===== config.mk =====
export PLATFORM = sky130hd
export DESIGN_NAME = framed_message_parser_crc16_top_flat
export DESIGN_NICKNAME = d
export VERILOG_FILES = /design/src/hdl/fmp_pkg.sv /design/src/hdl/fmp_stream_if.sv /design/src/hdl/framed_message_parser_crc16_top.sv /design/src/hdl/fmp_cfg_regs.sv /design/src/hdl/fmp_in_stage.sv /design/src/hdl/fmp_parser.sv /design/src/flat_wrapper.sv
export SDC_FILE = /design/constraint.sdc
export NUM_CORES = 1
export LEC_CHECK = 0
export BUFFER_PORTS_ARGS = -buffer_cell sky130_fd_sc_hd__buf_2
export CAP_MARGIN = 10
export CORE_UTILIZATION = 56
export CTS_CLUSTER_DIAMETER = 50
export DETAILED_ROUTE_END_ITERATION = 12
export PLACE_DENSITY = 0.75
export SLEW_MARGIN = 20
export SYNTH_ARGS = -nofsm -noshare
export SYNTH_HDL_FRONTEND = slang
export SYNTH_SLANG_ARGS = --single-unit

===== constraint.sdc =====
create_clock -name clk -period 5.92 [get_ports clk]
set_input_delay 1.184 -clock clk [delete_from_list [all_inputs] [get_ports clk]]
set_output_delay 1.184 -clock clk [all_outputs]
set_load 0.1 [all_outputs]

===== src/hdl/fmp_pkg.sv =====
// ----------------------------------------------------------------------------
// Framed message parser package
// Shared types, constants and the CRC-16 byte update for the parser.
// ----------------------------------------------------------------------------
package fmp_pkg;

    localparam int MAX_MESSAGES_DEF = 16;

    localparam logic [7:0]  SOF_BYTE_RESET    = 8'hAA;
    localparam logic [15:0] CRC_INITIAL_RESET = 16'hFFFF;
    localparam logic [15:0] CRC_POLY          = 16'h1021;

    localparam logic [7:0] REG_SOF_BYTE    = 8'd0;
    localparam logic [7:0] REG_CRC_INITIAL = 8'd1;

    typedef enum logic [2:0] {
        EV_NONE       = 3'd0,
        EV_PAYLOAD    = 3'd1,
        EV_MSG_DONE   = 3'd2,
        EV_FRAME_OK   = 3'd3,
        EV_FRAME_OVER = 3'd4,
        EV_CRC_ERR    = 3'd5,
        EV_LEN_ERR    = 3'd6
    } event_t;

    typedef struct packed {
        logic       func;
        logic [7:0] rx_byte;
    } item_t;

    typedef struct packed {
        event_t      event_res;
        logic [7:0]  data_byte;
        logic [7:0]  payload_index;
        logic [7:0]  msg_type;
        logic [7:0]  msg_seq;
        logic [7:0]  msg_status;
        logic [7:0]  msg_len;
        logic [4:0]  messages_done;
        logic        pending_present;
        logic [15:0] length_errors;
        logic [15:0] crc_errors;
        logic [15:0] overwrites;
    } result_t;

    typedef struct packed {
        logic [7:0]  index;
        logic [15:0] data;
    } cfg_word_t;

    typedef struct packed {
        logic [7:0]  sof_byte;
        logic [15:0] crc_initial;
    } cfg_regs_t;

    typedef struct packed {
        logic  valid;
        item_t item;
    } stage_t;

    function automatic logic [15:0] crc_byte(input logic [15:0] c, input logic [7:0] b);
        logic [15:0] v;
        v = c ^ {b, 8'h00};
        for (int k = 0; k < 8; k++)
        begin
            v = v[15] ? ({v[14:0], 1'b0} ^ CRC_POLY) : {v[14:0], 1'b0};
        end
        return v;
    endfunction

endpackage


===== src/hdl/fmp_stream_if.sv =====
// ----------------------------------------------------------------------------
// Framed message parser stream interface
// Valid/ready channel carrying one payload word per handshake.
// ----------------------------------------------------------------------------
interface fmp_stream_if #(
    parameter type payload_t = logic [7:0]
);
    logic     valid;
    logic     ready;
    payload_t payload;

    modport source (output valid, output payload, input ready);
    modport sink (input valid, input payload, output ready);
endinterface


===== src/hdl/framed_message_parser_crc16_top.sv =====
// Results are registered: a word passes the input register, then the result
// register. Throughput: one word per cycle while results are not held back;
// the byte-wide CRC update and the frame and message state step complete between them.
// Reset: asynchronous, active low; clears all parser state, the counters and
// the pending mark, and loads the configuration registers with their defaults.
// ----------------------------------------------------------------------------
// Framed message parser with CRC-16 check
// Top level joining the config registers, input register and parser core.
// ----------------------------------------------------------------------------
module framed_message_parser_crc16_top #(
    parameter int MAX_MESSAGES = fmp_pkg::MAX_MESSAGES_DEF
) (
    input  logic         clk,
    input  logic         rst_n,
    fmp_stream_if.sink   item,
    fmp_stream_if.source result,
    fmp_stream_if.sink   cfg
);
    import fmp_pkg::*;

    cfg_regs_t regs;
    stage_t    stage;
    logic      take;

    fmp_cfg_regs u_cfg_regs (
        .clk   (clk),
        .rst_n (rst_n),
        .cfg   (cfg),
        .regs  (regs)
    );

    fmp_in_stage u_in_stage (
        .clk   (clk),
        .rst_n (rst_n),
        .item  (item),
        .take  (take),
        .stage (stage)
    );

    fmp_parser #(
        .MAX_MESSAGES (MAX_MESSAGES)
    ) u_parser (
        .clk    (clk),
        .rst_n  (rst_n),
        .stage  (stage),
        .regs   (regs),
        .take   (take),
        .result (result)
    );
endmodule


===== src/hdl/fmp_cfg_regs.sv =====
// ----------------------------------------------------------------------------
// Framed message parser configuration registers
// Holds the start byte and the CRC initial value written over the config port.
// ----------------------------------------------------------------------------
module fmp_cfg_regs (
    input  logic               clk,
    input  logic               rst_n,
    fmp_stream_if.sink         cfg,
    output fmp_pkg::cfg_regs_t regs
);
    import fmp_pkg::*;

    cfg_regs_t regs_reg;

    assign cfg.ready = 1'b1;
    assign regs      = regs_reg;

    always_ff @(posedge clk or negedge rst_n)
    begin
        if (!rst_n)
        begin
            regs_reg.sof_byte    <= SOF_BYTE_RESET;
            regs_reg.crc_initial <= CRC_INITIAL_RESET;
        end
        else if (cfg.valid)
        begin
            if (cfg.payload.index == REG_SOF_BYTE)
            begin
                regs_reg.sof_byte <= cfg.payload.data[7:0];
            end
            else if (cfg.payload.index == REG_CRC_INITIAL)
            begin
                regs_reg.crc_initial <= cfg.payload.data;
            end
        end
    end
endmodule


===== src/hdl/fmp_in_stage.sv =====
// ----------------------------------------------------------------------------
// Framed message parser input register
// Registers one input word and releases it when the parser takes it.
// ----------------------------------------------------------------------------
module fmp_in_stage (
    input  logic            clk,
    input  logic            rst_n,
    fmp_stream_if.sink      item,
    input  logic            take,
    output fmp_pkg::stage_t stage
);
    import fmp_pkg::*;

    logic  valid_reg;
    item_t item_reg;

    assign item.ready  = !valid_reg || take;
    assign stage.valid = valid_reg;
    assign stage.item  = item_reg;

    always_ff @(posedge clk or negedge rst_n)
    begin
        if (!rst_n)
        begin
            valid_reg <= 1'b0;
        end
        else if (item.ready)
        begin
            valid_reg <= item.valid;
        end
    end

    always_ff @(posedge clk)
    begin
        if (item.ready && item.valid)
        begin
            item_reg <= item.payload;
        end
    end
endmodule


===== src/hdl/fmp_parser.sv =====
// ----------------------------------------------------------------------------
// Framed message parser core
// Frame and message state, CRC check, counters and the result register.
// ----------------------------------------------------------------------------
module fmp_parser #(
    parameter int MAX_MESSAGES = fmp_pkg::MAX_MESSAGES_DEF
) (
    input  logic               clk,
    input  logic               rst_n,
    input  fmp_pkg::stage_t    stage,
    input  fmp_pkg::cfg_regs_t regs,
    output logic               take,
    fmp_stream_if.source       result
);
    import fmp_pkg::*;

    localparam int MSG_W = $clog2(MAX_MESSAGES + 1);

    typedef enum logic [2:0] {
        PH_IDLE, PH_LEN_LO, PH_LEN_HI, PH_COUNT, PH_MSGS, PH_CRC_LO, PH_CRC_HI
    } frame_t;

    typedef enum logic [2:0] {
        MP_TYPE, MP_SEQ, MP_STATUS, MP_LEN, MP_PAYLOAD
    } msg_t;

    frame_t             phase_reg, phase_next;
    msg_t               mphase_reg, mphase_next;
    logic [15:0]        crc_reg, crc_next, crc_upd;
    logic [7:0]         crc_lo_reg, crc_lo_next;
    logic [15:0]        exp_len_reg, exp_len_next;
    logic [16:0]        seen_reg, seen_next;
    logic [MSG_W-1:0]   total_reg, total_next;
    logic [MSG_W-1:0]   count_reg, count_next;
    logic [7:0]         type_reg, type_next;
    logic [7:0]         seq_reg, seq_next;
    logic [7:0]         status_reg, status_next;
    logic [7:0]         len_reg, len_next;
    logic [7:0]         pos_reg, pos_next, pos_inc;
    logic               pending_reg, pending_next;
    logic [15:0]        len_err_reg, len_err_next;
    logic [15:0]        crc_err_reg, crc_err_next;
    logic [15:0]        over_reg, over_next;
    logic               res_valid_reg;
    result_t            res_reg, res_next;
    event_t             ev;
    logic [7:0]         b;
    logic [7:0]         pidx;
    logic               done;
    logic               step;

    assign take           = !res_valid_reg || result.ready;
    assign step           = stage.valid && take;
    assign result.valid   = res_valid_reg;
    assign result.payload = res_reg;
    assign b              = stage.item.rx_byte;
    assign crc_upd        = crc_byte(crc_reg, b);
    assign pos_inc        = pos_reg + 8'd1;

    always_comb
    begin
        phase_next   = phase_reg;
        mphase_next  = mphase_reg;
        crc_next     = crc_reg;
        crc_lo_next  = crc_lo_reg;
        exp_len_next = exp_len_reg;
        seen_next    = seen_reg;
        total_next   = total_reg;
        count_next   = count_reg;
        type_next    = type_reg;
        seq_next     = seq_reg;
        status_next  = status_reg;
        len_next     = len_reg;
        pos_next     = pos_reg;
        pending_next = pending_reg;
        len_err_next = len_err_reg;
        crc_err_next = crc_err_reg;
        over_next    = over_reg;
        ev           = EV_NONE;
        pidx         = 8'd0;
        done         = 1'b0;

        if (stage.item.func)
        begin
            pending_next = 1'b0;
        end
        else
        begin
            case (phase_reg)
                PH_IDLE:
                begin
                    if (b == regs.sof_byte)
                    begin
                        mphase_next = MP_TYPE;
                        crc_next    = regs.crc_initial;
                        crc_lo_next = 8'd0;
                        seen_next   = '0;
                        total_next  = '0;
                        count_next  = '0;
                        type_next   = 8'd0;
                        seq_next    = 8'd0;
                        status_next = 8'd0;
                        len_next    = 8'd0;
                        pos_next    = 8'd0;
                        phase_next  = PH_LEN_LO;
                    end
                end
                PH_LEN_LO:
                begin
                    crc_next     = crc_upd;
                    exp_len_next = {8'd0, b};
                    phase_next   = PH_LEN_HI;
                end
                PH_LEN_HI:
                begin
                    crc_next     = crc_upd;
                    exp_len_next = {b, exp_len_reg[7:0]};
                    phase_next   = PH_COUNT;
                end
                PH_COUNT:
                begin
                    crc_next = crc_upd;
                    if (b > 8'(MAX_MESSAGES))
                    begin
                        len_err_next = len_err_reg + 16'd1;
                        ev           = EV_LEN_ERR;
                        phase_next   = PH_IDLE;
                    end
                    else
                    begin
                        total_next = MSG_W'(b);
                        phase_next = (b != 8'd0) ? PH_MSGS : PH_CRC_LO;
                    end
                end
                PH_MSGS:
                begin
                    crc_next  = crc_upd;
                    seen_next = seen_reg + 17'd1;
                    case (mphase_reg)
                        MP_TYPE:
                        begin
                            type_next   = b;
                            seq_next    = 8'd0;
                            status_next = 8'd0;
                            len_next    = 8'd0;
                            pos_next    = 8'd0;
                            mphase_next = MP_SEQ;
                        end
                        MP_SEQ:
                        begin
                            seq_next    = b;
                            mphase_next = MP_STATUS;
                        end
                        MP_STATUS:
                        begin
                            status_next = b;
                            mphase_next = MP_LEN;
                        end
                        MP_LEN:
                        begin
                            len_next = b;
                            pos_next = 8'd0;
                            if (b != 8'd0)
                            begin
                                mphase_next = MP_PAYLOAD;
                            end
                            else
                            begin
                                mphase_next = MP_TYPE;
                                done        = 1'b1;
                            end
                        end
                        default:
                        begin
                            ev       = EV_PAYLOAD;
                            pidx     = pos_reg;
                            pos_next = pos_inc;
                            if (pos_inc >= len_reg)
                            begin
                                mphase_next = MP_TYPE;
                                done        = 1'b1;
                            end
                        end
                    endcase
                    if (done)
                    begin
                        count_next = count_reg + MSG_W'(1);
                        ev         = EV_MSG_DONE;
                    end
                    if (count_next == total_reg)
                    begin
                        if (seen_next == {1'b0, exp_len_reg})
                        begin
                            phase_next = PH_CRC_LO;
                        end
                        else
                        begin
                            len_err_next = len_err_reg + 16'd1;
                            ev           = EV_LEN_ERR;
                            phase_next   = PH_IDLE;
                        end
                    end
                    else if (seen_next > {1'b0, exp_len_reg})
                    begin
                        len_err_next = len_err_reg + 16'd1;
                        ev           = EV_LEN_ERR;
                        phase_next   = PH_IDLE;
                    end
                end
                PH_CRC_LO:
                begin
                    crc_lo_next = b;
                    phase_next  = PH_CRC_HI;
                end
                default:
                begin
                    phase_next = PH_IDLE;
                    if ({b, crc_lo_reg} != crc_reg)
                    begin
                        crc_err_next = crc_err_reg + 16'd1;
                        ev           = EV_CRC_ERR;
                    end
                    else if (pending_reg)
                    begin
                        over_next = over_reg + 16'd1;
                        ev        = EV_FRAME_OVER;
                    end
                    else
                    begin
                        pending_next = 1'b1;
                        ev           = EV_FRAME_OK;
                    end
                end
            endcase
        end

        res_next.event_res       = ev;
        res_next.data_byte       = stage.item.func ? 8'd0 : b;
        res_next.payload_index   = pidx;
        res_next.msg_type        = type_next;
        res_next.msg_seq         = seq_next;
        res_next.msg_status      = status_next;
        res_next.msg_len         = len_next;
        res_next.messages_done   = 5'(count_next);
        res_next.pending_present = pending_next;
        res_next.length_errors   = len_err_next;
        res_next.crc_errors      = crc_err_next;
        res_next.overwrites      = over_next;
    end

    always_ff @(posedge clk or negedge rst_n)
    begin
        if (!rst_n)
        begin
            phase_reg     <= PH_IDLE;
            mphase_reg    <= MP_TYPE;
            crc_reg       <= CRC_INITIAL_RESET;
            crc_lo_reg    <= 8'd0;
            exp_len_reg   <= 16'd0;
            seen_reg      <= '0;
            total_reg     <= '0;
            count_reg     <= '0;
            type_reg      <= 8'd0;
            seq_reg       <= 8'd0;
            status_reg    <= 8'd0;
            len_reg       <= 8'd0;
            pos_reg       <= 8'd0;
            pending_reg   <= 1'b0;
            len_err_reg   <= 16'd0;
            crc_err_reg   <= 16'd0;
            over_reg      <= 16'd0;
            res_valid_reg <= 1'b0;
        end
        else
        begin
            if (take)
            begin
                res_valid_reg <= stage.valid;
            end
            if (step)
            begin
                phase_reg   <= phase_next;
                mphase_reg  <= mphase_next;
                crc_reg     <= crc_next;
                crc_lo_reg  <= crc_lo_next;
                exp_len_reg <= exp_len_next;
                seen_reg    <= seen_next;
                total_reg   <= total_next;
                count_reg   <= count_next;
                type_reg    <= type_next;
                seq_reg     <= seq_next;
                status_reg  <= status_next;
                len_reg     <= len_next;
                pos_reg     <= pos_next;
                pending_reg <= pending_next;
                len_err_reg <= len_err_next;
                crc_err_reg <= crc_err_next;
                over_reg    <= over_next;
            end
        end
    end

    always_ff @(posedge clk)
    begin
        if (step)
        begin
            res_reg <= res_next;
        end
    end

`ifndef ASSERT_OFF
    a_pending_rise: assert property (@(posedge clk) disable iff (!rst_n)
        $rose(pending_reg) |-> (res_reg.event_res == EV_FRAME_OK))
        else $error("pending mark set without a verified frame");

    a_crc_err_count: assert property (@(posedge clk) disable iff (!rst_n)
        !$stable(crc_err_reg) |-> (res_reg.event_res == EV_CRC_ERR))
        else $error("CRC error counter moved without a CRC error event");

    a_overwrite_count: assert property (@(posedge clk) disable iff (!rst_n)
        !$stable(over_reg) |-> (res_reg.event_res == EV_FRAME_OVER && pending_reg))
        else $error("overwrite counter moved without an overwrite event");

    a_count_bound: assert property (@(posedge clk) disable iff (!rst_n)
        (phase_reg == PH_MSGS) |-> (count_reg < total_reg))
        else $error("message count reached the total while still in messages");
`endif
endmodule


===== src/flat_wrapper.sv =====
// flat-port wrapper written by rule: the top's interface ports become plain ports
module framed_message_parser_crc16_top_flat import fmp_pkg::*;
#(
    parameter int MAX_MESSAGES = fmp_pkg::MAX_MESSAGES_DEF
)
  (clk, rst_n, item_valid, item_payload, item_ready, result_valid, result_payload, result_ready, cfg_valid, cfg_payload, cfg_ready);
  fmp_stream_if #(.payload_t(item_t)) item_i ();
  fmp_stream_if #(.payload_t(result_t)) result_i ();
  fmp_stream_if #(.payload_t(cfg_word_t)) cfg_i ();
  input  logic clk;
  input  logic rst_n;
  input wire logic [$bits(item_i.valid)-1:0] item_valid;
  input wire logic [$bits(item_i.payload)-1:0] item_payload;
  output wire logic [$bits(item_i.ready)-1:0] item_ready;
  output wire logic [$bits(result_i.valid)-1:0] result_valid;
  output wire logic [$bits(result_i.payload)-1:0] result_payload;
  input wire logic [$bits(result_i.ready)-1:0] result_ready;
  input wire logic [$bits(cfg_i.valid)-1:0] cfg_valid;
  input wire logic [$bits(cfg_i.payload)-1:0] cfg_payload;
  output wire logic [$bits(cfg_i.ready)-1:0] cfg_ready;
  assign item_i.valid = item_valid;
  assign item_i.payload = item_payload;
  assign item_ready = item_i.ready;
  assign result_valid = result_i.valid;
  assign result_payload = result_i.payload;
  assign result_i.ready = result_ready;
  assign cfg_i.valid = cfg_valid;
  assign cfg_i.payload = cfg_payload;
  assign cfg_ready = cfg_i.ready;
  framed_message_parser_crc16_top #(.MAX_MESSAGES(MAX_MESSAGES)) u_core (.clk(clk), .rst_n(rst_n), .item(item_i), .result(result_i), .cfg(cfg_i));
endmodule

==> flow_summary.toml, run 1 <==
[outcome]
status = "completed"

[sta]
rsz0062_at_grt = "false"
max_freq_mhz = 225
clock_skew_ns = 0.0212
finalCriticalPeriod_ns = 4.44
finalHoldViolCount = 0
period_share_pct = 75.0
relSlewSlack_pct = 34.5
worst_slew_pin_slew_ns = 0.979
drv_slew = 0
setup_tns_ns = 0
setup_ws_ns = 1.48
finalSetupViolCount = 0

[detailed_routing]
num_vias = 10343
antenna_left = 0
dr.pass1.iters = 6
wl_per_cell_um = 17.2
viasPerCell = 5.67
route.detailed.drc = 0
drt_wl_total_um = 31400
first_iter_violations = 906

[power_and_ir_drop]
irDropWorstVdd_mv = 0.294
power.switching_uw = 3100
p_leak_uw = 0.00723
p_per_area_nw_per_um2 = 469
swShare_pct = 39.5
pwr-share-seq_pct = 37.3
power_frac_comb_pct = 34.5
p_int_uw = 4750
clock_power_share_pct = 28.2

[clock_tree]
cts_sinks = 302
worstSkewPairLatency_ns = 0.52
cts_setup_buffers = 0
cts_tree = "built"
cts_resized = 0
clk_path_buf_depth = 3
htreeDepth = 2
cts-root-buf = "clkbuf_16"
numCtsBuffers = 36
hold_buffers = 0
clk_pin_slew_ns = 0.06

[synth]
synth_seq_cells = 302
netlist_area_um2 = 14500
yosys_most_used_dff = "dfrtp_1"
synthDistinctLibCells = 73
synth_area_leaders = "dfrtp_1 26%, edfxtp_1 24%, dfstp_2 6.5%, xnor2_1 6.0%, nand2_1 4.9%"
ys_seq_area_share_pct = 56.4
async_reset_ff_share_pct = 62.3
synth_edf_count = 114
yosys.area.top_type = "dfrtp_1"
yosysTopAreaCellShare_pct = 26.2
avgSynthCellArea_um2 = 10.9
ys.warnings.count = 0
synth_nets = 1396
netlist_instances = 1328

[grt]
grt_overflow_total = 0
grt_pass1_vias = 9856
grt_pass1_wl_um = 50200
grt_max_degree = 97
antenna_found_initial = 0
grt_use_total_pct = 24.0

[die]
start_util_pct = 57.4
core_area_um2 = 25300
rows = 58
pin_count = 146
die_area_um2 = 26500
die_h_um = 163
dieWidth_um = 163

[layout]
multi_input_area_um2 = 5880
area_growth_pct = 15.5
finalNetCount = 1535
regArea_um2 = 8170
post-route-util_pct = 66.3
n_antenna_cell = 0
largest_reg_flops = 105
drive_above_1_share_pct = 20.5
fill_cells = 1945
instances_no_fill = 1825

[setup_path]
arrival_ns = 4.72
cp_max_fo = 25
required_ns = 6.20
end_kind = "register"
crit_type = "register to register"
start_kind = "register"
rr_worst_depth = 14

[place]
io_buffers = 144
place_ws_ns = 1.49
routabilityCongestion = 0.863
dpl.cell_count = 1759
dpl.hpwl_um = 21200

[hold_path]
whs_path_depth = 1
hp-class = "register to register"

[job]
max_cap_viol_count = 0
[layout make-up]
| class | count | area share (%) |
|---|---|---|
| Multi-Input combinational cell | 915 | 35.1 |
| Clock buffer | 44 | 5.81 |
| Inverter | 52 | 1.18 |
| Timing Repair Buffer | 160 | 5.13 |
| Sequential cell | 302 | 48.8 |
| Tap cell | 330 | 2.47 |
| Clock inverter | 22 | 1.45 |
[power by group through the flow]
stage	logic (uW)	clock network, uW	registers (uW)
global route	2940	2340	2970
global placement	2630	0	2940
floorplan	1530	0	3530
finish	2710	2220	2930
detailed placement	2680	0	2960
CTS	2700	2250	2920
[cell usage in the layout, fill, tap and decap left out, drive strengths merged, types with 8 or more instances in the layout]
cell type  count
o21ai        115
dfstp         36
a22o          18
nand2        190
dfrtp        152
nor3          19
nand2b        10
nand3         69
a21oi         18
nor4           8
clkinv        13
nand4         16
xor2          58
clkbuf        44
edfxtp       114
o2bb2ai       26
inv           54
xnor2        100
and3          28
mux2          38
nor2          78
mux2i         11
buf          160
ha            30
[metrics by stage]
step           area, um^2  hold slack (ns)  total power [uW]
2_1_floorplan       14500            0.450              5060
3_3_place_gp        15500            0.465              5570
3_5_place_dp        15500            0.473              5630
4_1_cts             16700            0.487              7870
5_1_grt             16700            0.499              8250
6_report            16700            0.485              7860
[cell usage after synthesis, types with 3 or more instances]
master and number:
a211oi_1 4, a21oi_1 18, a22o_1 18, a31oi_1 5, and2_1 6, and3_1 27
and4_1 3, buf_2 3, buf_6 4, clkbuf_1 49, dfrtp_1 152, dfstp_2 36
edfxtp_1 114, ha_1 30, inv_1 52, mux2_2 38, mux2i_1 11, nand2_1 189
nand2b_1 10, nand3_1 69, nand4_1 16, nor2_1 78, nor2b_1 5, nor3_1 18
nor4_1 8, o211ai_1 6, o21a_1 4, o21ai_0 108, o21ai_1 5, o22ai_1 3
o2bb2ai_1 25, o31ai_1 5, o41ai_1 3, or3_1 3, xnor2_1 100, xor2_1 58
[layer usage]
layer	track usage [%]	part of all wire, %	vias up
met1	33.0	44	5004
met5	0	0	-
met2	39.1	48	336
met4	8.24	2.4	0
li1	-	-	4943
met3	3.62	5.5	60
[cell families (layout without fill, tap and decap cells)]
group                    count (synthesis)  after routing  share of synthesized area (%)
AND/OR/NAND/NOR                        448            448                           14.3
AO/OA/AOI/OAI                          229            229                           10.3
multiplexers                            49             49                           3.71
other                                    1              1                         0.0259
XOR/XNOR                               158            158                           9.55
buffers and inverters                  111            278                           3.14
adder cells (fa/ha/maj)                 30             30                           2.59
flip-flops                             302            302                           56.4
[critical path: stages (launching register included)]
cell and delay [ns]:
dfrtp_1 0.44, ha_1 0.26, nand3_1 0.16, or4b_2 0.75, nor2_1 0.15, xor2_1 0.10, ha_1 0.31, nand3_1 0.08
or4_1 0.43, inv_1 0.07, nand3_1 0.14, a211oi_1 0.45, o21ai_4 0.31, nand2_1 0.20, mux2_2 0.34
[final timing paths]
path	startpoint	to	slack (ns)
worst max-delay path	u_core.u_parser.seen_reg[0]	u_core.u_parser.result.payload[33]	1.48
worst min-delay path	u_core.u_parser.crc_err_reg[15]	u_core.u_parser.crc_err_reg[15]	0.48
worst max register to register	u_core.u_parser.seen_reg[0]	u_core.u_parser.result.payload[33]	1.48
worst min register to register	u_core.u_parser.crc_err_reg[15]	u_core.u_parser.crc_err_reg[15]	0.48
max in group asynchronous	rst_n	u_core.u_parser.crc_err_reg[12]	4.17
min in group asynchronous	rst_n	u_core.u_cfg_regs.regs[18]	0.74
(Power assumes the default switching activity.)
==> inputs of run 2 (changes only) <==
--- a/config.mk
+++ b/config.mk
@@ -7,10 +7,10 @@
 export LEC_CHECK = 0
 export BUFFER_PORTS_ARGS = -buffer_cell sky130_fd_sc_hd__buf_2
 export CAP_MARGIN = 10
-export CORE_UTILIZATION = 56
+export CORE_UTILIZATION = 54
 export CTS_CLUSTER_DIAMETER = 50
 export DETAILED_ROUTE_END_ITERATION = 12
-export PLACE_DENSITY = 0.75
+export PLACE_DENSITY = 0.76
 export SLEW_MARGIN = 20
 export SYNTH_ARGS = -nofsm -noshare
 export SYNTH_HDL_FRONTEND = slang
==> constraint.sdc (replaced) <==
create_clock -name clk -period 3.98 [get_ports clk]
set_input_delay 0.796 -clock clk [delete_from_list [all_inputs] [get_ports clk]]
set_output_delay 0.796 -clock clk [all_outputs]
set_load 0.1 [all_outputs]
==> flow_summary.toml, run 2 (synthesized netlist as in run 1, its figures left out) <==
[outcome]
status = "finished with violations"
violations = "design-rule violations"

[sta]
period_share_pct = 97.2
worst_slew_pin_slew_ns = 0.975
finalSetupViolCount = 0
drv_slew = 0
finalCriticalPeriod_ns = 3.87
clock_skew_ns = 0.0186
relSlewSlack_pct = 34.7
finalHoldViolCount = 0
whs_ns = 0.316
max_freq_mhz = 259

[setup_path]
cp_slowest_cell = "or4b_4"
crit_type = "register to register"
cpPeakStageDelay_ns = 0.61
end_kind = "register"
cp_max_fo = 12
required_ns = 4.38
arrival_ns = 4.26
start_kind = "register"
crit_chain = "ha_2, nand3_2, or4b_4, nor2_4, xor2_2, ha_1, nand3_1, or4_4, inv_1, nand3_2, a211oi_2, buf_4, o21ai_4, buf_4, nand2_2, mux2_2"

[detailed_routing]
wl_per_cell_um = 17.0
first_iter_violations = 827
viasPerCell = 5.63
route.detailed.drc = 14
drt_wl_total_um = 31400
antenna_left = 0
num_vias = 10378
dr.pass1.iters = 9

[power_and_ir_drop]
p_leak_uw = 0.00732
swShare_pct = 38.8
clock_power_share_pct = 28.0
irDropWorstVdd_mv = 0.411
pwr-share-seq_pct = 37.0
power.switching_uw = 4580
power_frac_comb_pct = 35.0
p_int_uw = 7220
p_per_area_nw_per_um2 = 697

[place]
routabilityCongestion = 0.850
dpl.hpwl_um = 21600
io_buffers = 144

[layout]
finalNetCount = 1550
layout_commonest_cell = "nand2_1"
mostFrequentLayoutCells = "189 x nand2_1, 151 x dfrtp_1, 143 x buf_2"
n_antenna_cell = 0
drive_above_1_share_pct = 22.2
area_growth_pct = 16.9
post-route-util_pct = 64.7
largest_reg_flops = 105

[die]
pin_count = 146
start_util_pct = 55.3
dieWidth_um = 166
core_area_um2 = 26200
die_area_um2 = 27500
rows = 59
die_h_um = 166

[clock_tree]
cts_sinks = 302
clk_pin_slew_ns = 0.06
cts_tree = "built"
numCtsBuffers = 34
hold_buffers = 0
clk_path_buf_depth = 3
worstSkewPairLatency_ns = 0.52
htreeDepth = 2
cts-root-buf = "clkbuf_16"

[job]
max_cap_viol_count = 0

[grt]
grt_max_degree = 74
grt_pass1_vias = 10261
grt_use_total_pct = 23.2
grt_pass1_wl_um = 51900
grt_overflow_total = 0
antenna_found_initial = 0

[hold_path]
hp-class = "primary input to async pin"
run 2: repair_timing:
item,CTS,global route
buffers inserted,0,1
gates resized for setup,0,17
endpoints found under the setup margin,0,34
hold endpoints to repair,0,0
run 2: per-stage QoR:
step | TNS, ns | std cells | total power (uW) | area (um^2) | setup WS (ns)
2_1_floorplan | 0 | 1328 | 7530 | 14500 | 0.0435
3_3_place_gp | 0 | 1780 | 8380 | 15600 | 0.131
3_5_place_dp | 0 | 1780 | 8490 | 15600 | 0.00485
4_1_cts | 0 | 1842 | 11800 | 16900 | 0.00479
5_1_grt | -1.34 | 1843 | 12400 | 16900 | -0.182
6_report | 0 | 1843 | 11800 | 16900 | 0.112
run 2: worst max-delay path: cells and delay by family, from the launching register on:
kind,cells,cell delay [ns]
compound gates,2,0.31
xor+xnor,1,0.09
mux,1,0.33
fa+ha+maj,2,0.50
flops,1,0.36
simple gates,7,1.70
buf+inv,3,0.45
run 2: power groups by stage:
stage          sequential, uW  clock, uW  combinational, uW
2_1_floorplan            5250          0               2280
3_3_place_gp             4380          0               3990
3_5_place_dp             4400          0               4090
4_1_cts                  4350       3360               4110
5_1_grt                  4430       3490               4500
6_report                 4370       3310               4130
run 2: final cells by class:
type	count	area [um^2]
clock buffers	46	1030
clock inverters	16	185
fillers	1976	9260
inverters	52	198
multi-input cells	915	5950
flip-flops and latches	302	8170
well taps	335	419
repair buffers	177	987
run 2: final timing paths:
check                                                start                              end  slack [ns]  cells after the start
max                            u_core.u_parser.seen_reg[1]   u_core.u_parser.len_err_reg[1]        0.11                     16
min                                                  rst_n     u_core.u_parser.result.valid        0.32                      1
max reg2reg                    u_core.u_parser.seen_reg[1]   u_core.u_parser.len_err_reg[1]        0.11                     16
min reg2reg                u_core.u_parser.exp_len_reg[14]  u_core.u_parser.exp_len_reg[14]        0.48                      2
max in group asynchronous                            rst_n  u_core.u_parser.crc_err_reg[12]        2.76                      2
min in group clk                           item_payload[5]       u_core.u_in_stage.stage[5]        0.46                      1
run 2: routing by layer:
layer,global-route usage (%),vias to the layer above,part of all wire (%),wire length [um]
met5,0,-,0,0
met4,7.80,0,2.7,842
met3,3.29,67,5.0,1580
met2,38.2,337,47,14900
met1,31.9,4993,45,14100
li1,-,4981,-,-
